===== config.mk =====
export PLATFORM = sky130hd
export DESIGN_NAME = double_ended_queue_core
export DESIGN_NICKNAME = d
export VERILOG_FILES = /design/src/deq_pkg.sv /design/src/deq_ram.sv /design/src/double_ended_queue_core.sv
export SDC_FILE = /design/constraint.sdc
export NUM_CORES = 1
export LEC_CHECK = 0
export ABC_CLOCK_PERIOD_IN_PS = 11900
export BUFFER_PORTS_ARGS = -buffer_cell sky130_fd_sc_hd__buf_2
export CELL_PAD_IN_SITES_DETAIL_PLACEMENT = 0
export CELL_PAD_IN_SITES_GLOBAL_PLACEMENT = 1
export CORE_UTILIZATION = 50
export CTS_BUF_LIST = sky130_fd_sc_hd__clkbuf_2 sky130_fd_sc_hd__clkbuf_4 sky130_fd_sc_hd__clkbuf_8
export DETAILED_ROUTE_END_ITERATION = 10
export GPL_TIMING_DRIVEN = 0
export PLACE_DENSITY = 0.75
export SYNTH_ARGS = -nofsm -noshare
export SYNTH_HDL_FRONTEND = slang
export SYNTH_SLANG_ARGS = --single-unit

===== constraint.sdc =====
create_clock -name clock -period 11.9 [get_ports clock]
set_input_delay 0.595 -clock clock [delete_from_list [all_inputs] [get_ports clock]]
set_output_delay 0.595 -clock clock [all_outputs]
set_load 0.05 [all_outputs]

===== src/deq_pkg.sv =====
// ----------------------------------------------------------------------------
// Double-ended queue package
// Transaction types, operation codes and status codes shared by the queue core
// and its testbench-facing ports.
// ----------------------------------------------------------------------------
package deq_pkg;

   // Operation codes carried in the request op field.
   localparam logic [2:0] OP_PUSH_FRONT = 3'd0;
   localparam logic [2:0] OP_PUSH_BACK  = 3'd1;
   localparam logic [2:0] OP_POP_FRONT  = 3'd2;
   localparam logic [2:0] OP_POP_BACK   = 3'd3;
   localparam logic [2:0] OP_QUERY      = 3'd4;

   // Status codes returned with every response.
   localparam logic [1:0] STATUS_OK        = 2'd0;
   localparam logic [1:0] STATUS_OVERFLOW  = 2'd1;
   localparam logic [1:0] STATUS_UNDERFLOW = 2'd2;

   // Word reported for both ends while the queue is empty.
   localparam logic signed [31:0] EMPTY_WORD = '1;

   localparam int WORD_W = 32;
   localparam int OCC_W  = 5;

   typedef struct packed {
      logic [2:0]               op;
      logic signed [WORD_W-1:0] value;
   } req_type;

   typedef struct packed {
      logic [1:0]               status;
      logic signed [WORD_W-1:0] front_value;
      logic signed [WORD_W-1:0] back_value;
      logic                     is_empty;
      logic                     is_full;
      logic [OCC_W-1:0]         occupancy;
   } rsp_type;

endpackage


===== src/deq_ram.sv =====
// ----------------------------------------------------------------------------
// Generic simple dual-port RAM
// One write port and one read port; the read data is registered, so it
// appears in the cycle after the read address.
// ----------------------------------------------------------------------------
module deq_ram #(
   parameter int WIDTH = 32,
   parameter int DEPTH = 16
) (
   input  logic                     clock,
   input  logic                     wr_en,
   input  logic [$clog2(DEPTH)-1:0] wr_addr,
   input  logic [WIDTH-1:0]         wr_data,
   input  logic                     rd_en,
   input  logic [$clog2(DEPTH)-1:0] rd_addr,
   output logic [WIDTH-1:0]         rd_data
);

   logic [WIDTH-1:0] mem_ff [DEPTH];
   logic [WIDTH-1:0] rd_data_ff;

   // Write port.
   always_ff @(posedge clock) begin
      if (wr_en) begin
         mem_ff[wr_addr] <= wr_data;
      end
   end

   // Registered read port.
   always_ff @(posedge clock) begin
      if (rd_en) begin
         rd_data_ff <= mem_ff[rd_addr];
      end
   end

   assign rd_data = rd_data_ff;

endmodule


===== src/double_ended_queue_core.sv =====
// ----------------------------------------------------------------------------
// Double-ended queue core
// Bounded deque of signed 32-bit words held in a ring buffer memory.
// ----------------------------------------------------------------------------
// Each request transaction pushes at the front or back, pops from the front
// or back, or only queries; every request yields exactly one response with
// the status, the words at both ends (-1 when empty), the empty and full
// flags and the occupancy. The words at the two ends are cached in
// registers, so pushes, queries, refused operations and pops that leave the
// queue empty answer from the response register alone. A pop that exposes
// a new end word also waits in the read state, because that word comes out
// of the entry memory, whose read data is registered. A new request is
// taken while the previous response is being collected in the same cycle.
// There is no clearing pass after reset; entries are only read once written.
// ----------------------------------------------------------------------------
module double_ended_queue_core
   import deq_pkg::*;
#(
   parameter int DEPTH = 16
) (
   input  logic    clock,
   input  logic    reset,
   input  logic    req_valid,
   output logic    req_stall,
   input  req_type req_data,
   output logic    rsp_valid,
   input  logic    rsp_stall,
   output rsp_type rsp_data
);

   localparam int AW = $clog2(DEPTH);
   localparam int CW = $clog2(DEPTH + 1);

   typedef enum logic [1:0] {
      S_IDLE = 2'b01,
      S_READ = 2'b10
   } state_type;

   function automatic logic [AW-1:0] wrap_inc(input logic [AW-1:0] i);
      return (i == AW'(DEPTH - 1)) ? '0 : i + AW'(1);
   endfunction

   function automatic logic [AW-1:0] wrap_dec(input logic [AW-1:0] i);
      return (i == '0) ? AW'(DEPTH - 1) : i - AW'(1);
   endfunction

   state_type                state_ff, state_in;
   logic [AW-1:0]            front_ff, front_in;
   logic [AW-1:0]            back_ff, back_in;
   logic [CW-1:0]            count_ff, count_in;
   logic signed [WORD_W-1:0] front_word_ff, front_word_in;
   logic signed [WORD_W-1:0] back_word_ff, back_word_in;
   logic                     pend_front_ff, pend_front_in;
   logic                     rsp_valid_ff, rsp_valid_in;
   rsp_type                  rsp_data_ff, rsp_data_in;

   logic                     out_free;
   logic                     req_fire;
   logic                     q_empty;
   logic                     q_full;
   logic [1:0]               status;
   logic                     need_read;
   logic                     ram_wr_en;
   logic [AW-1:0]            ram_wr_addr;
   logic [AW-1:0]            ram_rd_addr;
   logic [WORD_W-1:0]        ram_rd_data;

   // Handshake: take a request only when idle and the response slot frees up.
   assign out_free  = !rsp_valid_ff || !rsp_stall;
   assign req_stall = !((state_ff == S_IDLE) && out_free);
   assign req_fire  = req_valid && !req_stall;

   assign q_empty = (count_ff == '0);
   assign q_full  = (count_ff == CW'(DEPTH));

   // Operation decode and the next queue state.
   always_comb begin
      front_in      = front_ff;
      back_in       = back_ff;
      count_in      = count_ff;
      front_word_in = front_word_ff;
      back_word_in  = back_word_ff;
      pend_front_in = pend_front_ff;
      status        = STATUS_OK;
      need_read     = 1'b0;
      ram_wr_en     = 1'b0;
      ram_wr_addr   = back_ff;
      ram_rd_addr   = wrap_inc(front_ff);
      if (req_fire) begin
         unique case (req_data.op)
            OP_PUSH_FRONT: begin
               if (q_full) begin
                  status = STATUS_OVERFLOW;
               end else begin
                  front_in      = wrap_dec(front_ff);
                  ram_wr_en     = 1'b1;
                  ram_wr_addr   = wrap_dec(front_ff);
                  count_in      = count_ff + CW'(1);
                  front_word_in = req_data.value;
                  if (q_empty) begin
                     back_word_in = req_data.value;
                  end
               end
            end
            OP_PUSH_BACK: begin
               if (q_full) begin
                  status = STATUS_OVERFLOW;
               end else begin
                  back_in      = wrap_inc(back_ff);
                  ram_wr_en    = 1'b1;
                  ram_wr_addr  = back_ff;
                  count_in     = count_ff + CW'(1);
                  back_word_in = req_data.value;
                  if (q_empty) begin
                     front_word_in = req_data.value;
                  end
               end
            end
            OP_POP_FRONT: begin
               if (q_empty) begin
                  status = STATUS_UNDERFLOW;
               end else begin
                  front_in      = wrap_inc(front_ff);
                  count_in      = count_ff - CW'(1);
                  need_read     = (count_ff != CW'(1));
                  pend_front_in = 1'b1;
                  ram_rd_addr   = wrap_inc(front_ff);
               end
            end
            OP_POP_BACK: begin
               if (q_empty) begin
                  status = STATUS_UNDERFLOW;
               end else begin
                  back_in       = wrap_dec(back_ff);
                  count_in      = count_ff - CW'(1);
                  need_read     = (count_ff != CW'(1));
                  pend_front_in = 1'b0;
                  ram_rd_addr   = wrap_dec(wrap_dec(back_ff));
               end
            end
            default: begin
               // Query and unused codes leave the queue as it is.
               status = STATUS_OK;
            end
         endcase
      end else if (state_ff == S_READ) begin
         // The newly exposed end word returns from memory.
         if (pend_front_ff) begin
            front_word_in = ram_rd_data;
         end else begin
            back_word_in = ram_rd_data;
         end
      end
   end

   // Response register and sequencing.
   always_comb begin
      state_in     = state_ff;
      rsp_valid_in = rsp_valid_ff;
      rsp_data_in  = rsp_data_ff;
      if (req_fire) begin
         rsp_data_in.status      = status;
         rsp_data_in.front_value = (count_in == '0) ? EMPTY_WORD : front_word_in;
         rsp_data_in.back_value  = (count_in == '0) ? EMPTY_WORD : back_word_in;
         rsp_data_in.is_empty    = (count_in == '0);
         rsp_data_in.is_full     = (count_in == CW'(DEPTH));
         rsp_data_in.occupancy   = OCC_W'(count_in);
         rsp_valid_in            = !need_read;
         state_in                = need_read ? S_READ : S_IDLE;
      end else if (state_ff == S_READ) begin
         rsp_data_in.front_value = front_word_in;
         rsp_data_in.back_value  = back_word_in;
         rsp_valid_in            = 1'b1;
         state_in                = S_IDLE;
      end else if (rsp_valid_ff && !rsp_stall) begin
         rsp_valid_in = 1'b0;
      end
   end

   // Control registers.
   always_ff @(posedge clock) begin
      if (reset) begin
         state_ff     <= S_IDLE;
         front_ff     <= '0;
         back_ff      <= '0;
         count_ff     <= '0;
         rsp_valid_ff <= 1'b0;
      end else begin
         state_ff     <= state_in;
         front_ff     <= front_in;
         back_ff      <= back_in;
         count_ff     <= count_in;
         rsp_valid_ff <= rsp_valid_in;
      end
   end

   // Payload registers.
   always_ff @(posedge clock) begin
      front_word_ff <= front_word_in;
      back_word_ff  <= back_word_in;
      pend_front_ff <= pend_front_in;
      rsp_data_ff   <= rsp_data_in;
   end

   // Entry store.
   deq_ram #(
      .WIDTH (WORD_W),
      .DEPTH (DEPTH)
   ) u_entry_ram (
      .clock   (clock),
      .wr_en   (ram_wr_en),
      .wr_addr (ram_wr_addr),
      .wr_data (req_data.value),
      .rd_en   (need_read),
      .rd_addr (ram_rd_addr),
      .rd_data (ram_rd_data)
   );

   assign rsp_valid = rsp_valid_ff;
   assign rsp_data  = rsp_data_ff;

   // The response slot is always empty while a memory read is outstanding.
   assert property (@(posedge clock) disable iff (reset)
      (state_ff == S_READ) |-> !rsp_valid_ff)
      else $error("response slot occupied during entry read");

   // Occupancy never exceeds the ring size.
   assert property (@(posedge clock) disable iff (reset)
      count_ff <= CW'(DEPTH))
      else $error("entry count beyond depth");

   // With the ring empty or full, both indices meet.
   assert property (@(posedge clock) disable iff (reset)
      ((count_ff == '0) || (count_ff == CW'(DEPTH))) |-> (front_ff == back_ff))
      else $error("ring indices inconsistent with entry count");

   // No memory write while a read result is pending.
   assert property (@(posedge clock) disable iff (reset)
      (state_ff == S_READ) |-> !ram_wr_en)
      else $error("entry write during pending read");

   // An accepted pop that exposes a new end passes through the read state before its response is valid.
   assert property (@(posedge clock) disable iff (reset)
      (req_fire && need_read) |=> (state_ff == S_READ) ##1 rsp_valid_ff)
      else $error("pop response not delivered after entry read");

endmodule


==> results of run 1 <==
-- metal layers --
metal	wire, um	track usage (%)	vias up
li1	-	-	7832
met1	30100	34.9	8510
met2	33100	40.0	773
met3	5710	4.47	114
met4	1720	8.49	0
met5	0	0	-
-- layout make-up --
cell class                      count  area share (%)
Antenna cell                        1         0.00772
Tap cell                          748            2.89
Buffer                            128            2.07
Clock inverter                     39           0.965
Timing Repair Buffer              154            3.29
Multi-Input combinational cell    955            21.5
Clock buffer                      164            6.21
Sequential cell                   698            62.2
Inverter                           69           0.799
-- kinds of logic after synthesis --
family / Yosys count / share of synthesized area [%]
AOI/OAI and AO/OA: 448 / 11.5
xor gates and xnor gates: 6 / 0.188
adders and majority gates: 14 / 0.626
buffers and inverters: 197 / 3.32
DFF: 698 / 72.1
muxes: 135 / 4.90
and+or+nand+nor: 352 / 7.45
-- flip-flops by register name, indices dropped and copies added, names as in the netlist --
signal	count
rsp_data	73
pend_front_ff	1
front_ff	4
rsp_valid	1
front_word_ff	32
back_ff	4
count_ff	5
u_entry_ram.mem_ff	512
u_entry_ram.rd_data	32
state_ff	2
back_word_ff	32
-- critical path, cell delays in order (launching register included) --
cell and delay, ns:
dfxtp_1 0.40, inv_1 0.11, ha_1 0.26, a31oi_1 0.59
nand2_1 0.24, nor2_1 0.24, mux2i_1 0.31, clkbuf_1 0.49
nor3b_2 0.94, buf_6 0.26, buf_6 0.19
-- Yosys cell counts (all sizes together), types with 3 or more instances --
master	instances
a211oi	260
a21oi	13
a221o	3
a22oi	56
a31oi	6
and3	130
buf	74
clkbuf	54
dfxtp	80
edfxtp	618
ha	14
inv	69
mux2i	133
nand2	33
nand2b	57
nand3	9
nor2	56
nor2b	5
nor3	7
nor3b	8
o21ai	78
o22ai	14
o31ai	3
or4	32
xnor2	6
-- metrics by stage --
stage | hold slack (ns) | cell area [um2] | worst slack [ns]
6_report | 0.212 | 32400 | 7.58
5_1_grt | 0.193 | 32400 | 7.31
4_1_cts | 0.167 | 32400 | 7.68
3_5_place_dp | 0.442 | 30100 | 7.22
3_3_place_gp | 0.431 | 29500 | 3.73
2_1_floorplan | 0.424 | 28000 | 6.83
-- how the worst min path moves through the flow --
stage	to	depth (start not counted)
floorplan	back_word_ff[20]	2
CTS	back_ff[0]	2
global route	front_ff[3]	2
finish	count_ff[4]	2
detailed placement	back_word_ff[20]	2
global placement	back_word_ff[20]	2
-- power breakdown --
| group | switching, W | internal [W] |
|---|---|---|
| Combinational | 0.000496 | 0.000200 |
| Clock | 0.000919 | 0.00119 |
| Sequential | 0.0000313 | 0.00282 |
==> out/metrics.cfg, run 1 <==
[synthesis]
synth-seq-area-share_pct=72.1
syn_area_um2=28000
synthArstFlopShare_pct=0
synth_cell_types=65
syn-num-nets=1903
synth_top_area_share_pct=66.3
ys_ff_latch=698
synth_edf_count=618
synth_cells=1850
synth_top_flop_cell=edfxtp_1
yosys_warnings=0
synthTopCellsByArea=edfxtp_1, a211oi_1, dfxtp_1, mux2i_1, and3_1
yosysTopAreaCell=edfxtp_1
synth.avg_cell_area_um2=15.1

[critical_path]
endpoint_kind=register
startpoint=count_ff[0]
r2r_slack_ns=7.58
arrival_ns=4.72
timing.rr.end=u_entry_ram.mem_ff[10][6]
critPathRequiredTime_ns=12.30
rr_worst_depth=10
endpoint=u_entry_ram.mem_ff[10][6]
cp_max_fo=10
critical_path_class=reg -> reg
regToRegStartpoint=count_ff[0]
startpoint_type=register

[layout]
n_fill_cell=4293
final-seq-area_um2=20200
layout_common_cells=edfxtp_1, a211oi_1, buf_2
utilization_pct=58.7
stdcell_count=2956
final_common_cell=edfxtp_1
post_route_cells_drive_above_1_share_pct=20.9
area_delta_synth_final_pct=15.8
fin_nets=2170
multi_input_area_um2=6980

[cts]
cts_hold_buf=0
cts-root-buf=clkbuf_8
clockBufferDepth=3
numCtsBuffers=111
post_cts_resized=0
htreeDepth=3
cts_tree=done
clk-insertion-delay-late_ns=0.71
clkSinkCount=698
cts.reportedPaths.clkPinSlew_ns=0.06
postCtsSetupRepairBufs=0

[sta]
post-route-min-period_ns=4.32
max_slew_margin_pct=23.1
rsz0062_at_grt=false
fmax_ghz=0.231
setup_viol=0
fin_setup_tns_ns=0
tightest_slew_ns=1.15
final_max_slew_viol_count=0
final.period_utilization_pct=36.3
skew_ns=0.0378
hold_violations=0

[routing]
ant_nets=0
drc_errors=0
vias=17200
vias_per_cell=5.83
wl_per_cell_um=23.9
drt-initial-drc-count=1656
dr.pass1.iters=5
drt-total-wl_um=70600

[floorplan]
core_um2=55200
die_w_um=239
die_area_um2=56900
top_level_ports=114
rows=86
start_util_pct=50.7
die_h_um=239

[outcome]
outcome=complete, no violations

[global_routing]
antenna_found_initial=6
grt_pass1_wl_um=105000
grt_max_degree=48
first_global_vias=17100
grt_use_total_pct=25.1
overflow=0

[power]
power_density_nw_per_um2=174
power.total_w=0.00565
ir_drop_v=0.0000921
p_leak_nw=11.2

[min_path]
hold_class=in -> reg
min-delay-start=reset

[placed_design]
port_buffers=113
post-dp-hpwl_um=49700
placed_cells=2752
gp_congestion=0.854

[flow_run]
cap_violations=0

Power figures use the tool's default switching activity.
==> run 2, diff against run 1 <==
--- a/config.mk
+++ b/config.mk
@@ -5,15 +5,15 @@
 export SDC_FILE = /design/constraint.sdc
 export NUM_CORES = 1
 export LEC_CHECK = 0
-export ABC_CLOCK_PERIOD_IN_PS = 11900
+export ABC_CLOCK_PERIOD_IN_PS = 3700
 export BUFFER_PORTS_ARGS = -buffer_cell sky130_fd_sc_hd__buf_2
 export CELL_PAD_IN_SITES_DETAIL_PLACEMENT = 0
 export CELL_PAD_IN_SITES_GLOBAL_PLACEMENT = 1
-export CORE_UTILIZATION = 50
+export CORE_UTILIZATION = 49
 export CTS_BUF_LIST = sky130_fd_sc_hd__clkbuf_2 sky130_fd_sc_hd__clkbuf_4 sky130_fd_sc_hd__clkbuf_8
 export DETAILED_ROUTE_END_ITERATION = 10
 export GPL_TIMING_DRIVEN = 0
-export PLACE_DENSITY = 0.75
+export PLACE_DENSITY = 0.77
 export SYNTH_ARGS = -nofsm -noshare
 export SYNTH_HDL_FRONTEND = slang
 export SYNTH_SLANG_ARGS = --single-unit
==> constraint.sdc (replaced) <==
create_clock -name clock -period 3.7 [get_ports clock]
set_input_delay 0.185 -clock clock [delete_from_list [all_inputs] [get_ports clock]]
set_output_delay 0.185 -clock clock [all_outputs]
set_load 0.05 [all_outputs]
==> run 2 against run 1 <==
Net effect:
- first-iteration DRC count fell by 3.3%
- die area rose by 2.0%
- via count rose by 1.5%
- register-to-register slack got worse by 7.5 ns
- utilization fell by 0.32 points
- largest cell class unchanged
==> out/metrics.cfg, run 2 (same netlist as run 1, synthesis figures left out) <==
[outcome]
outcome=complete, no violations

[layout]
stdcell_count=3009  ; +1.8%
largest_reg_flops=512  ; unchanged
post_route_cells_drive_above_1_share_pct=22.2  ; +1.4 points
fin_nets=2211  ; +1.9%
layout_common_cells=edfxtp_1, a211oi_1, buf_2
final_area_um2=32900  ; +1.6%
final_common_cell=edfxtp_1
regMostFlops=u_entry_ram.mem_ff
utilization_pct=58.4  ; -0.32 points
area_delta_synth_final_pct=17.7

[sta]
final_max_slew_viol_count=0  ; unchanged
post-route-min-period_ns=3.63  ; -0.688 ns
setup_viol=0  ; unchanged
hold_violations=0  ; unchanged
timing.hold.ws_ns=0.130  ; -0.0821 ns
tightest_slew_ns=1.19  ; +0.0352 ns
fmax_ghz=0.275  ; +19%
final.period_utilization_pct=98.2  ; +62 points
max_slew_margin_pct=20.8  ; -2.3 points
skew_ns=0.0484  ; +0.0105 ns
rsz0062_at_grt=true

[critical_path]
critical_path_class=reg -> reg
endpoint_kind=register
rr_worst_depth=11  ; +1
arrival_ns=4.04  ; -0.68 ns
regToRegStartpoint=back_ff[0]
max_stage_delay_ns=0.63  ; -0.31 ns
path_cells=inv_2, ha_1, or3b_4, and3_1, o211ai_2, nand2_2, buf_6, clkbuf_2, a211oi_1, a211oi_1, or4_1
startpoint=back_ff[0]
critPathMostFrequentCell=a211oi_1
cp_max_fo=10  ; unchanged
r2r_slack_ns=0.07  ; -7.51 ns
endpoint=u_entry_ram.rd_data[21]
critPathRequiredTime_ns=4.10  ; -8.20 ns
timing.rr.end=u_entry_ram.rd_data[21]
crit_slowest_cell=or4_1
startpoint_type=register

[routing]
wl_per_cell_um=23.6  ; -1.3%
ant_nets=0  ; unchanged
vias=17500  ; +1.5%
drt-initial-drc-count=1602  ; -3.3%
dr.pass1.iters=5  ; unchanged
drc_errors=0  ; unchanged
vias_per_cell=5.81  ; -0.26%
drt-total-wl_um=70900  ; +0.47%

[global_routing]
antenna_found_initial=3  ; -3
grt_max_degree=48  ; unchanged
first_global_vias=17200  ; +0.60%
grt_pass1_wl_um=104000  ; -0.92%
grt_use_total_pct=24.4  ; -0.64 points
overflow=0  ; unchanged

[cts]
cts.reportedPaths.clkPinSlew_ns=0.07  ; about the same
numCtsBuffers=108  ; -2.7%
cts_tree=done
cts-root-buf=clkbuf_8
clkSinkCount=698  ; unchanged
htreeDepth=3  ; unchanged
clockBufferDepth=3  ; unchanged
clk-insertion-delay-late_ns=0.73  ; +0.02 ns

[placed_design]
gp_congestion=0.850  ; -0.46%
port_buffers=113  ; unchanged
place_area_um2=30100  ; +0.15%
post-dp-hpwl_um=49300  ; -0.90%
placed_cells=2757  ; +0.18%

[power]
p_leak_nw=11.4  ; +2.2%
ir_drop_v=0.000344  ; +270%
power_density_nw_per_um2=545  ; +210%

[min_path]
hold_class=in -> reg

[flow_run]
cap_violations=0  ; unchanged

[floorplan]
die_area_um2=58100  ; +2.0%
rows=87  ; +1.2%
core_um2=56400  ; +2.1%
top_level_ports=114  ; unchanged
die_h_um=241  ; +1.0%
start_util_pct=49.6  ; -1.1 points
die_w_um=241  ; +1.0%

[run 2: worst max-delay path, delay by kind of cell, from the launching register on]
kind,cells,cell delay [ns]
fa+ha+maj,1,0.20
simple gates,4,1.39
flops,1,0.41
compound gates,3,0.72
buf+inv,3,0.60
[run 2: area by class of cell]
class / instances / area (um2)
Tap cell: 756 / 946
Sequential cell: 698 / 20200
Buffer: 128 / 737
Timing Repair Buffer: 198 / 1530
Multi-Input combinational cell: 955 / 7070
Clock buffer: 156 / 1890
Inverter: 69 / 260
Fill cell: 4439 / 23500
Antenna cell: 1 / 2.50
Clock inverter: 48 / 319
[run 2: repair_timing]
item | CTS | global route
buffers inserted | 2 | 9
endpoints found under the hold margin | 544 | 0
hold buffers | 36 | 0
endpoints found under the setup margin | 307 | 157
pin swaps | 2 | 3
resized for setup | 15 | 63
[run 2: stage by stage]
step | total power (W) | setup WS, ns | TNS, ns
2_1_floorplan | 0.0108 | -0.960 | -259.32
3_3_place_gp | 0.0115 | -3.86 | -1209.27
3_5_place_dp | 0.0116 | -0.501 | -70.85
4_1_cts | 0.0180 | 0.0128 | 0
5_1_grt | 0.0186 | -0.0225 | -0.117
6_report | 0.0179 | 0.0660 | 0
[run 2: worst min path at each step]
stage	startpoint	slack, ns	depth (start not counted)	to
floorplan	reset	0.26	1	count_ff[4]
global route	req_data[34]	0.14	3	rsp_data[72]
CTS	req_data[34]	0.09	5	count_ff[2]
global placement	back_word_ff[20]	0.43	2	back_word_ff[20]
finish	req_data[34]	0.13	5	count_ff[2]
detailed placement	front_word_ff[16]	0.44	2	front_word_ff[16]
[run 2: layer usage]
layer	share of wire [%]	GRT usage (%)	routed length, um
met2	48	39.7	34100
met3	8.3	4.51	5900
met1	41	32.7	29400
met5	0	0	0
met4	2.2	9.26	1580
[run 2: where the power goes]
group	internal, W	leakage, nW	total (W)	switching (W)
clock	0.00352	1.19	0.00648	0.00297
combinational	0.000689	3.97	0.00230	0.00161
sequential	0.00907	6.27	0.00917	0.000103
total	0.0133	11.4	0.0179	0.00468
